[config.mk]
export PLATFORM = sky130hd
export DESIGN_NAME = tspe_ctrl
export DESIGN_NICKNAME = d
export VERILOG_FILES = /design/src/tspe_pkg.sv /design/src/tspe_ctrl.sv
export SDC_FILE = /design/constraint.sdc
export NUM_CORES = 1
export LEC_CHECK = 0
export ABC_AREA = 0
export BUFFER_PORTS_ARGS = -buffer_cell sky130_fd_sc_hd__buf_2
export CORE_ASPECT_RATIO = 0.9
export CORE_MARGIN = 2
export CORE_UTILIZATION = 27
export CTS_BUF_LIST = sky130_fd_sc_hd__clkbuf_8
export DETAILED_ROUTE_END_ITERATION = 10
export HOLD_SLACK_MARGIN = 0.1
export PLACE_DENSITY = 0.48
export SYNTH_ARGS = -nofsm -noshare
export SYNTH_HDL_FRONTEND = slang
export SYNTH_SLANG_ARGS = --single-unit
[constraint.sdc]
create_clock -name clk -period 3.5 [get_ports clk]
set_input_delay 0.175 -clock clk [delete_from_list [all_inputs] [get_ports clk]]
set_output_delay 0.175 -clock clk [all_outputs]
set_load 0.005 [all_outputs]
[src/tspe_pkg.sv]
// ============================================================================
// tspe_pkg : shared types and constants of the time switch program evaluator
// Field layouts of the stream words, slot and timer records, action codes and
// the command/status bundles between controller and datapath.
// ============================================================================
package tspe_pkg;

  // Default sizes
  localparam int DEF_NUM_TIMERS   = 16;
  localparam int DEF_NUM_PROGRAMS = 8;
  localparam int DEF_NUM_OUTPUTS  = 20;

  // Field widths
  localparam int ACT_W  = 2;
  localparam int TIDX_W = 4;
  localparam int PIDX_W = 3;
  localparam int DAY_W  = 5;
  localparam int SEC_W  = 17;
  localparam int OUT_W  = 5;
  localparam int TNUM_W = 4;

  localparam int IN_TDATA_W  = 80;
  localparam int OUT_TDATA_W = 16;

  // Seconds in one day, one bit wider than a time of day
  localparam logic [SEC_W:0] DAY_SECONDS = 18'd86400;

  typedef enum logic [ACT_W-1:0] {
    ACT_EVAL     = 2'd0,
    ACT_NORMAL   = 2'd1,
    ACT_DAILY    = 2'd2,
    ACT_SETTINGS = 2'd3
  } act_t;

  // Input word, lowest field last
  typedef struct packed {
    logic [SEC_W-1:0]  run_length;
    logic              daily_mode;
    logic [OUT_W-1:0]  out_number;
    logic [SEC_W-1:0]  off_seconds;
    logic [SEC_W-1:0]  seconds_value;
    logic [DAY_W-1:0]  stop_day;
    logic [DAY_W-1:0]  day_value;
    logic              program_enable;
    logic [PIDX_W-1:0] program_index;
    logic [TIDX_W-1:0] timer_index;
  } in_item_t;

  localparam int IN_ITEM_W = $bits(in_item_t);

  typedef struct packed {
    logic              output_on;
    logic [OUT_W-1:0]  output_number;
    logic [TNUM_W-1:0] timer_number;
  } result_t;

  localparam int RES_W = $bits(result_t);

  typedef struct packed {
    logic             en;
    logic [DAY_W-1:0] start_day;
    logic [DAY_W-1:0] stop_day;
    logic [SEC_W-1:0] on_time;
    logic [SEC_W-1:0] stop_time;
  } normal_slot_t;

  typedef struct packed {
    logic             en;
    logic [SEC_W-1:0] on_time;
  } daily_slot_t;

  typedef struct packed {
    logic [OUT_W-1:0] out;
    logic             daily;
    logic [SEC_W-1:0] run;
  } timer_cfg_t;

  localparam int NRM_W = $bits(normal_slot_t);
  localparam int DLY_W = $bits(daily_slot_t);
  localparam int CFG_W = $bits(timer_cfg_t);

  // Controller to datapath
  typedef struct packed {
    logic clr_wr;   // clearing pass write
    logic wr_item;  // accepted write word
    logic ld_time;  // latch day and second of an evaluate word
    logic cfg_ld;   // latch settings of an assigned timer
    logic slot_rd;  // slot read issued this cycle
    logic push;     // finished timer result into pending register
    logic flush;    // pending result out as the final one
  } ctl_cmd_t;

  // Datapath to controller
  typedef struct packed {
    logic assigned;
    logic out_free;
    logic pend_vld;
  } dp_sts_t;

endpackage

[src/tspe_ctrl.sv]
// ============================================================================
// tspe_ctrl : sequencer of the time switch program evaluator
// Runs the clearing pass, takes words, and walks timers and slots for an
// evaluation, issuing commands to the datapath.
// ============================================================================
module tspe_ctrl #(
  parameter int NUM_TIMERS   = tspe_pkg::DEF_NUM_TIMERS,
  parameter int NUM_PROGRAMS = tspe_pkg::DEF_NUM_PROGRAMS,
  localparam int TW = (NUM_TIMERS > 1) ? $clog2(NUM_TIMERS) : 1,
  localparam int PW = (NUM_PROGRAMS > 1) ? $clog2(NUM_PROGRAMS) : 1
) (
  input  logic                       clk,
  input  logic                       rst_n,
  input  logic                       in_tvalid,
  input  logic [tspe_pkg::ACT_W-1:0] in_tuser,
  output logic                       in_tready,
  input  tspe_pkg::dp_sts_t          sts,
  output tspe_pkg::ctl_cmd_t         cmd,
  output logic [TW-1:0]              t_idx,
  output logic [PW-1:0]              p_idx,
  output logic [TW+PW-1:0]           clr_idx
);

  import tspe_pkg::*;

  localparam int SAW        = TW + PW;
  localparam int SLOT_DEPTH = NUM_TIMERS * (1 << PW);

  localparam logic [SAW-1:0] CLR_LAST = SAW'(SLOT_DEPTH - 1);
  localparam logic [TW-1:0]  T_LAST   = TW'(NUM_TIMERS - 1);
  localparam logic [PW-1:0]  P_LAST   = PW'(NUM_PROGRAMS - 1);

  typedef enum logic [6:0] {
    S_CLEAR   = 7'b0000001,
    S_IDLE    = 7'b0000010,
    S_CFG_RD  = 7'b0000100,
    S_CFG_CHK = 7'b0001000,
    S_SCAN    = 7'b0010000,
    S_PUSH    = 7'b0100000,
    S_FLUSH   = 7'b1000000
  } state_t;

  state_t         state_r, state_nxt;
  logic [TW-1:0]  t_r, t_nxt;
  logic [PW-1:0]  p_r, p_nxt;
  logic [SAW-1:0] clr_r, clr_nxt;

  always_comb begin
    state_nxt = state_r;
    t_nxt     = t_r;
    p_nxt     = p_r;
    clr_nxt   = clr_r;
    cmd       = '0;
    in_tready = 1'b0;
    case (state_r)
      S_CLEAR: begin
        cmd.clr_wr = 1'b1;
        if (clr_r == CLR_LAST) begin
          state_nxt = S_IDLE;
        end else begin
          clr_nxt = clr_r + 1'b1;
        end
      end
      S_IDLE: begin
        in_tready = 1'b1;
        if (in_tvalid) begin
          if (act_t'(in_tuser) == ACT_EVAL) begin
            cmd.ld_time = 1'b1;
            t_nxt       = '0;
            state_nxt   = S_CFG_RD;
          end else begin
            cmd.wr_item = 1'b1;
          end
        end
      end
      S_CFG_RD: begin
        state_nxt = S_CFG_CHK;
      end
      S_CFG_CHK: begin
        if (sts.assigned) begin
          cmd.cfg_ld = 1'b1;
          p_nxt      = '0;
          state_nxt  = S_SCAN;
        end else if (t_r == T_LAST) begin
          state_nxt = S_FLUSH;
        end else begin
          t_nxt     = t_r + 1'b1;
          state_nxt = S_CFG_RD;
        end
      end
      S_SCAN: begin
        cmd.slot_rd = 1'b1;
        if (p_r == P_LAST) begin
          state_nxt = S_PUSH;
        end else begin
          p_nxt = p_r + 1'b1;
        end
      end
      S_PUSH: begin
        // hold while the older result cannot move on
        if (!sts.pend_vld || sts.out_free) begin
          cmd.push = 1'b1;
          if (t_r == T_LAST) begin
            state_nxt = S_FLUSH;
          end else begin
            t_nxt     = t_r + 1'b1;
            state_nxt = S_CFG_RD;
          end
        end
      end
      S_FLUSH: begin
        if (!sts.pend_vld) begin
          state_nxt = S_IDLE;
        end else if (sts.out_free) begin
          cmd.flush = 1'b1;
          state_nxt = S_IDLE;
        end
      end
      default: begin
        state_nxt = S_CLEAR;
      end
    endcase
  end

  always_ff @(posedge clk) begin
    if (!rst_n) begin
      state_r <= S_CLEAR;
      t_r     <= '0;
      p_r     <= '0;
      clr_r   <= '0;
    end else begin
      state_r <= state_nxt;
      t_r     <= t_nxt;
      p_r     <= p_nxt;
      clr_r   <= clr_nxt;
    end
  end

  assign t_idx   = t_r;
  assign p_idx   = p_r;
  assign clr_idx = clr_r;

  a_clear_no_word: assert property (@(posedge clk) disable iff (!rst_n)
    cmd.clr_wr |-> !in_tready)
    else $error("word taken during clearing pass");

  a_flush_empties: assert property (@(posedge clk) disable iff (!rst_n)
    (state_r == S_FLUSH && state_nxt == S_IDLE) |=> !sts.pend_vld)
    else $error("pending result left behind at end of evaluation");

  a_scan_entry: assert property (@(posedge clk) disable iff (!rst_n)
    (state_r == S_SCAN && p_r == '0) |-> $past(state_r) == S_CFG_CHK)
    else $error("slot scan started without timer settings");

endmodule

== After elaboration in Yosys (flattened, before gate mapping) ==
Cells that the tools add are included.

* $add $sub $neg: 3
* Equal/unequal tests: 19
* Multiplexer cells: 33
* Bitwise operators: 1
* Reductions and logical operators: 9

{| class="wikitable"
|+ Operator list
! cell !! number
|-
| two-way mux 7 bit || 9
|-
| one-hot mux 7 bit (7 select lines) || 1
|-
| two-way mux 4 bit || 5
|-
| != test 2 bit, second input constant || 8
|-
| == test 7 bit, second input constant || 2
|-
| two-way mux 1 bit || 12
|-
| one-hot mux 4 bit (3 select lines) || 1
|-
| adder 7 x 1 -> 7 bit, second input constant || 1
|-
| == test 7 x 1 -> 1 bit, second input constant || 1
|-
| == test 7 x 2 -> 1 bit, second input constant || 1
|-
| == test 7 x 3 -> 1 bit, second input constant || 1
|-
| == test 7 x 4 -> 1 bit, second input constant || 1
|-
| == test 7 x 5 -> 1 bit, second input constant || 1
|-
| == test 7 x 6 -> 1 bit, second input constant || 1
|-
| two-way mux 3 bit || 2
|-
| one-hot mux 3 bit (2 select lines) || 1
|-
| AND reduction 6 bit || 1
|-
| AND reduction 5 bit || 1
|-
| adder 4 x 1 -> 4 bit, second input constant || 1
|-
| == test 4 bit, second input constant || 1
|-
| two-way mux 2 bit || 2
|-
| adder 3 x 1 -> 3 bit, second input constant || 1
|-
| == test 3 bit, second input constant || 1
|-
| != test 3 bit, second input constant || 1
|-
| other kinds (8) || 8
|}

* Register bits after elaboration: 21
* Logic and storage cells: 69

== Depth between registers and ports, before layout ==
Gate-level depths: netlist of run 1.

* Depth in word-level cells: 4
* Depth in mapped cells: 7
* Mapped depth without buffers: 6

== Worst setup path after synthesis of run 1 ==
Ideal clock, no wire load.

* Path type: register to register
* Start point: register state_r[6]
* End point: register state_r[1]
* Setup time: 0.116 ns
* Data arrival time: 1.830 ns
* Data required time: 3.384 ns
* Slack: 1.554 ns
* Stages on the path, launching flop included: 8
* Path buffers: 2
* Clock period less this slack: 1.946 ns
* Cells stage by stage: dfxtp_1 clkbuf_1 or3_1 nor4_2 and2_1 buf_2 nor4_1 o211a_1

* Word-level cells in the longest chain between the ends: 3
* Elaborated cells between the ends (all ways): 15
* Classes of those cells: eq/ne: 13; mux: 1; reduce/logical: 1

{| class="wikitable"
|+ RTL lines
! element !! line !! RTL
|-
| start, declared || tspe_ctrl.sv:43 || <nowiki>state_t state_r, state_nxt;</nowiki>
|-
| start signal, assigned || tspe_ctrl.sv:132 || <nowiki>state_r <= state_nxt;</nowiki>
|-
| == test 7 bit, or another cell as far along || tspe_ctrl.sv:55 || <nowiki>case (state_r)</nowiki>
|-
| != test 3 bit (no line) / != test 2 bit (equally long branches) || - ||
|-
| AND reduction 6 bit (no line) || - ||
|}

Parallel ways exist; a longest one is shown, timed or not.
A chain may end at the register's enable or synchronous reset.

== Worst setup path in the final report of run 1 ==
* Start point: register state_r[4]
* End point: register state_r[5]

Same word-level chain as after synthesis.

==> impl_results.md, run 1 <==
- Outcome: complete, no violations
- Antenna Cells: 0
- Worst stage delay on the critical path: 0.55 ns
- Drt via density: between 5 and 6
- Top cells by area, synth: dfxtp_1 34%, nor2_1 6.0%, ha_1 4.0%
- Final HPWL DP: roughly 2500 um
- Flop-to-flop setup slack: about 1.3 ns
- Clock skew: around 0.0060 ns
- LEAKAGE: around 0.66 nW
- Sequential share of the synthesized area: between 30% and 40%
- Setup TNS: 0 ns
- CTS resizes: 0
- Wire per inst: 13.5 um
- Rel. slew slack: a little over three fifths
- Non-Filler Instances: 240
- Port buffer count: 29
- Commonest cells in the synthesized netlist: 21 x dfxtp_1, 20 x nor2_1, 9 x nand2_1, 7 x nand4_1, 7 x nor4_1
- Synthesized cell area: 1250 um2
- Final WL: between 3000 and 4000 um
- Synth Register Bits: 21
- YS warnings: 0
- RR Startpoint: state_r[4]
- CTS tree: built
- Syn_area_per_cell: 8.15 um2
- Clock Pin Slew Worst Setup and Hold Paths: approximately 0.070 ns
- Pre-antenna DRT Iters: 4
- Clock sink count: 21
- Routed vias: ~1.2k
- # DRC: 0
- CP Class: reg2reg
- Crit end category: flop
- HP Class: in2reg
- Worst vdd ir: approximately 0.18 mV
- Core Util, Final: between 30% and 40%
- Die ar.: 5180 um2
- Critical path startpoint: state_r[4]
- Nets: between 150 and 200
- RSZ-0062 raised after global routing: false
- Most numerous cell in the Yosys netlist: dfxtp_1
- I/O pins: 30
- Netlist cell types: 44
- Compound-gate portion of the synthesized area: 13.3%
- Remaining Overflow, GRT: 0
- First-pass GRT wire length: roughly 5600 um
- Post-synth EDFFs: 0
- First DRT Iteration DRCs: 55
- Initial antenna violation count: 0
- R2R depth: 4
- Final setup fails: 0
- Cell Pwr Density: between 400 and 500 nW/um2
- Tot Pwr: 0.607 mW
- Worst r2r dst: state_r[5]
- Synth area leader: dfxtp_1
- CP delay by family, top: simple AND/OR/NAND/NOR gates
- Root Driver: clkbuf_8
- Antenna viol nets, final: 0
- GPL Wtd Cong: approximately 0.87
- GRT Total Usage: 14.5%
- Die extent in y: just under 70 um
- Gate count of the mapped netlist: roughly 150
- Final worst path period need: around 2.2 ns
- Placed insts: roughly 240
- Hold_ws: approximately 0.25 ns
- Simple-gate portion of the synthesized area: approximately 37%
- Critical Path Sink: state_r[5]
- Post-Synth Adder-Cell Area: between 4 and 5%
- Final Max Tran Viols: 0
- Main combinational cell family by area after synthesis: simple AND/OR/NAND/NOR gates
- Area grow syn2layout: 18.4%
- Syn nets: 165
- Ys async rst share: 0%
- Max frequency: 458 MHz
- Tcrit/Tclk final: 62.4%
- CP required: about 3.7 ns
- Later-pin clock latency in the skew report: 0.26 ns
- Vias in the first global route: 1198
- Yosys top cell area share: between 30% and 40%
- Final Hold Fails: 0
- Crit path cell chain: or3b_2 > or3_4 > or4_1 > a21oi_1
- Initial Util: ~28%
- Mux share of post-synthesis cell area: under 10%
- Max cap viols: 0
- Clk buf depth: 2
- CP Buf/Inv Count: 0
- Post-CTS setup repair buffer count: 0
- Ys flop type: dfxtp_1
- FP Rows: 23
- Die width: 75.7 um
- Core area: roughly 4500 um2
- Stages on worst setup path: 4
- Crit start category: flop
- Arr. time, crit path: around 2.4 ns
- Critical path's slowest cell: or4_1
- Num CTS Buffers: 3
- Largest net degree at the start of global routing: 16
- Synth Area in XOR/XNOR: about 4.9%
- Crit Path Max Fanout: 10
- Share of cells above drive strength 1: about a fifth
- H-Tree Level Count: 1
- Hold-fix buffer count after cts: 0
- Measured slew at the worst slew-check pin: ~0.56 ns
## cell usage in the layout (no fill, tap or decap), types with 2 or more instances in the layout
master and count:
xnor2_1 3, inv_1 6, nor2b_1 4, nand2_1 9, a22oi_1 3, o22ai_1 2, and3_1 3, o21a_1 2
a2111oi_0 2, or3_1 3, or4_1 3, and2_1 4, nand4_1 7, xor2_1 4, clkbuf_8 3, nor2_1 20
dfxtp_1 21, nand3_1 3, nor3_1 5, mux2i_1 3, nor4_1 7, buf_2 29, o21ai_0 4, or3_4 2
ha_1 4, a21oi_1 4, nand2b_1 3
## worst min path at each step
| stage | startpoint | to | slack [ns] | cells past startpoint |
|---|---|---|---|---|
| 2_1_floorplan | in_tuser[0] | cmd[4] | 0.38 | 1 |
| 3_3_place_gp | t_idx[0] | t_idx[0] | 0.49 | 1 |
| 3_5_place_dp | t_idx[0] | t_idx[0] | 0.50 | 1 |
| 4_1_cts | rst_n | state_r[1] | 0.24 | 2 |
| 5_1_grt | rst_n | state_r[1] | 0.24 | 2 |
| 6_report | rst_n | state_r[1] | 0.25 | 2 |
## state kept, by name (all words and copies together), names as in the netlist
| name | cells |
|---|---|
| clr_idx | 7 |
| t_idx | 4 |
| p_idx | 3 |
| state_r | 7 |
## per-stage QoR
step           area, um2  worst slack, ns
2_1_floorplan       1250             1.55
3_3_place_gp        1430             1.33
3_5_place_dp        1430             1.36
4_1_cts             1480             1.33
5_1_grt             1480             1.17
6_report            1480             1.32
## layer usage
| layer | part of all wire [%] | global-route usage (%) | vias to the layer above | wire length, um |
|---|---|---|---|---|
| li1 | - | - | 620 | - |
| met1 | 43 | 17.9 | 568 | 1390 |
| met2 | 49 | 23.0 | 35 | 1580 |
| met3 | 5.7 | 3.83 | 8 | 184 |
| met4 | 2.7 | 7.24 | 0 | 88 |
| met5 | 0 | 0 | - | 0 |
## area by class of cell
type	count	area, um2
Timing Repair Buffer	29	145
Clock inverter	1	3.75
Sequential cell	21	420
Inverter	5	18.8
Tap cell	62	77.6
Fill cell	476	2980
Multi-Input combinational cell	119	769
Clock buffer	3	41.3
## cells by family (layout without fill, tap and decap cells)
kind of cell    after synthesis  after routing
compound gates               24             24
xor+xnor                      7              7
fa+ha+maj                     4              4
buf+inv                      13             38
flops                        21             21
mux                           3              3
simple gates                 81             81
## power by group
group | switching, mW | total (mW) | internal [mW]
sequential | 0.0233 | 0.282 | 0.258
clock | 0.0737 | 0.152 | 0.0780
combinational | 0.0990 | 0.174 | 0.0751
total | 0.196 | 0.607 | 0.411
Note: power is estimated with default switching activity, not from simulation.
==> run 2: changes to the inputs <==
- ABC_AREA: 0 -> 1
- clock period: 3.5 -> 2.2 ns (I/O delays scaled with it)
==> run 2 against run 1 <==
Net effect:
- total power is 97% higher
- design area is 4.2% higher
- die area is 2.0% higher
- clock skew is 0.0044 ns higher
- non-clock buffer count stayed put
- critical path depth stayed put
- area after synthesis is 2.1% higher
- critical path type is now reg2out
- largest power group unchanged
- highest routed layer unchanged
==> impl_results.md, run 2 <==
- Placed insts: 273 (was 236)
- Share of cells above drive strength 1: 29.8% (was 20.8%)
- Hold-fix buffer count after cts: 0 (unchanged)
- Synth Register Bits: 21 (unchanged)
- Yosys top cell area share: 33.0% (was 33.7%)
- Initial Util: 28.4% (was 28.0%)
- First-pass GRT wire length: 5000 um (was 5640 um)
- Final HPWL DP: 2240 um (was 2520 um)
- Root Driver: clkbuf_8 (unchanged)
- Num CTS Buffers: 3 (unchanged)
- GPL Wtd Cong: 0.753 (was 0.868)
- Wire per inst: 10.5 um (was 13.5 um)
- Rel. slew slack: 71.3% (was 62.5%)
- Met3 WL: 106 um (was 184 um)
- Clk buf depth: 2 (unchanged)
- Met1 wire length: 1520 um (was 1390 um)
- HP Class: in2reg (unchanged)
- Non-Filler Instances: 277 (was 240)
- Routed vias: 1240 (was 1231)
- Drt via density: 4.48 (was 5.13)
- Setup TNS: 0 ns (unchanged)
- Compound-gate portion of the synthesized area: 8.94% (was 13.3%)
- CTS tree: built (unchanged)
- Outcome: complete, no violations (unchanged)
- Netlist cell types: 26 (was 44)
- Nets: 228 (was 191)
- Sequential share of the synthesized area: 33.0% (was 33.7%)
- Die ar.: 5280 um2 (was 5180 um2)
- Gate count of the mapped netlist: 183 (was 153)
- Final Hold Fails: 0 (unchanged)
- Main combinational cell family by area after synthesis: simple AND/OR/NAND/NOR gates (unchanged)
- First DRT Iteration DRCs: 46 (was 55)
- Final setup fails: 0 (unchanged)
- Ys async rst share: 0% (unchanged)
- Remaining Overflow, GRT: 0 (unchanged)
- Fin worst setup slack: 0.628 ns (was 1.32 ns)
- Switching share of power: 39.7% (was 32.3%)
- LEAKAGE: 0.758 nW (was 0.657 nW)
- Die width: 76.4 um (was 75.7 um)
- Clock Pin Slew Worst Setup and Hold Paths: 0.09 ns (was 0.07 ns)
- Synth Area in XOR/XNOR: 1.38% (was 4.91%)
- Combinational power share: 37.7% (was 28.7%)
- Commonest cells in the synthesized netlist: 29 x nand2_1, 23 x nor2_1, 21 x dfxtp_1, 20 x inv_1, 19 x nand3_1 (was 21 x dfxtp_1, 20 x nor2_1, 9 x nand2_1, 7 x nand4_1, 7 x nor4_1)
- Initial antenna violation count: 0 (unchanged)
- YS warnings: 0 (unchanged)
- Later-pin clock latency in the skew report: 0.27 ns (was 0.26 ns)
- Cell Pwr Density: 777 nW/um2 (was 411 nW/um2)
- I/O pins: 30 (unchanged)
- Switching power: 0.474 mW (was 0.196 mW)
- Uppermost layer routed: met4 (unchanged)
- Final worst path period need: 1.57 ns
- Tcrit/Tclk final: between 70% and 80%
- Crit end category: output pin (was flop)
- Crit Path Max Fanout: 4 (was 10)
- Most frequent cells in the layout: 29 x nand2_1, 29 x buf_2, 23 x nor2_1 (was 29 x buf_2, 21 x dfxtp_1, 20 x nor2_1)
- Clock skew: 0.0103 ns (was 0.00595 ns)
- Pre-antenna DRT Iters: 4 (unchanged)
- R2R depth: 9 (was 4)
- Antenna viol nets, final: 0 (unchanged)
- Clock sink count: 21 (unchanged)
- Antenna Cells: 0 (unchanged)
- Cell internal pwr: 0.720 mW (was 0.411 mW)
- Simple-gate portion of the synthesized area: 44.5% (was 37.0%)
- Post-synth EDFFs: 0 (unchanged)
- Hold_ws: 0.183 ns (was 0.253 ns)
- Largest net degree at the start of global routing: 14 (was 16)
- Sequential share of power: 39.7% (was 46.4%)
- Final Max Tran Viols: 0 (unchanged)
- RSZ-0062 raised after global routing: false (unchanged)
- FP Rows: 23 (unchanged)
- Final WL: 2920 um (was 3250 um)
- # DRC: 0 (unchanged)
- Port buffer count: 29 (unchanged)
- Met2 WL: 1240 um (was 1580 um)
- Power share of the clock group: 22.6% (was 25.0%)
- Mux share of post-synthesis cell area: 0% (was 2.41%)
- Synth area leader: dfxtp_1 (unchanged)
- Post-CTS setup repair buffer count: 0 (unchanged)
- Core area: 4490 um2 (was 4460 um2)
- CTS resizes: 0 (unchanged)
- Ys flop type: dfxtp_1 (unchanged)
- Crit start category: flop (unchanged)
- Syn_area_per_cell: 6.96 um2 (was 8.15 um2)
- Synthesized cell area: 1270 um2 (was 1250 um2)
- GRT Total Usage: 11.5% (was 14.5%)
- Layout fillers: 517 (was 476)
- Area grow syn2layout: 20.7% (was 18.4%)
- Max frequency: ~640 MHz
- CP Class: reg2out (was reg2reg)
- Max cap viols: 0 (unchanged)
- Post-Synth Adder-Cell Area: 3.93% (was 4.01%)
- Die extent in y: 69.2 um (was 68.5 um)
- H-Tree Level Count: 1 (unchanged)
- Vias in the first global route: 1131 (was 1198)
- Top cells by area, synth: dfxtp_1 33%, nand2_1 8.5%, nand3_1 7.5% (was dfxtp_1 34%, nor2_1 6.0%, ha_1 4.0%)
- Arr. time, crit path: 1.46 ns (was 2.36 ns)
- Worst vdd ir: 0.417 mV (was 0.176 mV)
- Most numerous cell in the Yosys netlist: nand2_1 (was dfxtp_1)
- CP required: 2.09 ns (was 3.68 ns)
- Syn nets: 195 (was 165)
- Worst Hold Depth: 3 (was 2)
- Measured slew at the worst slew-check pin: 0.427 ns (was 0.558 ns)
- Worst setup slack after placement: 0.664 ns (was 1.36 ns)
run 2: cell count changes after synthesis, sizes merged, moves of 4 or more:
cell	previous run	this run
buf	4	0
nor2b	4	0
nor4	8	1
or3	5	0
nand3	3	20
a21oi	4	12
inv	5	25
nor2	20	32
nand2	9	42
run 2: worst max-delay path: stages (launching register included):
cell     delay [ns]
dfxtp_1        0.36
inv_1          0.11
nand3_1        0.15
nor3_1         0.37
buf_2          0.20
run 2: final cells by class:
type	instances	area, um2	area share, %
multi-input combinational	135	748	48.7
sequential	21	420	27.3
timing repair buffer	29	145	9.44
inverter	26	97.6	6.35
tap	62	77.6	5.04
clock buffer	3	41.3	2.69
clock inverter	1	7.51	0.488
run 2: metal layers:
metal  vias up  GRT usage, %
met5         -             0
met4         0          5.05
met3         5          1.70
met2        24          17.6
met1       555          16.0
li1        656             -
run 2: worst paths after layout:
check | from | end | slack, ns
max reg2reg | clr_idx[0] | state_r[6] | 0.66
min reg2reg | clr_idx[6] | clr_idx[6] | 0.50
max | state_r[5] | cmd[6] | 0.63
min | rst_n | state_r[1] | 0.18
run 2: per-stage QoR:
step	cell area, um2	util [%]	power, mW
floorplan	1270	-	0.809
global placement	1490	33.2	0.943
detailed placement	1490	33.2	0.935
CTS	1540	34.3	1.20
global route	1540	34.3	1.29
finish	1540	34.3	1.19
run 2: logic make-up after synthesis:
group,count (synthesis)
adders and majority gates,4
and+or+nand+nor,108
xor gates and xnor gates,2
AOI/OAI and AO/OA,21
buffers and inverters,27
DFF,21
run 2: power by group through the flow:
stage               Combinational [mW]  Sequential [mW]  Clock [mW]
finish                           0.450            0.474       0.270
global route                     0.514            0.483       0.292
CTS                              0.454            0.474       0.276
detailed placement               0.452            0.483           0
global placement                 0.460            0.483           0
floorplan                        0.331            0.477           0
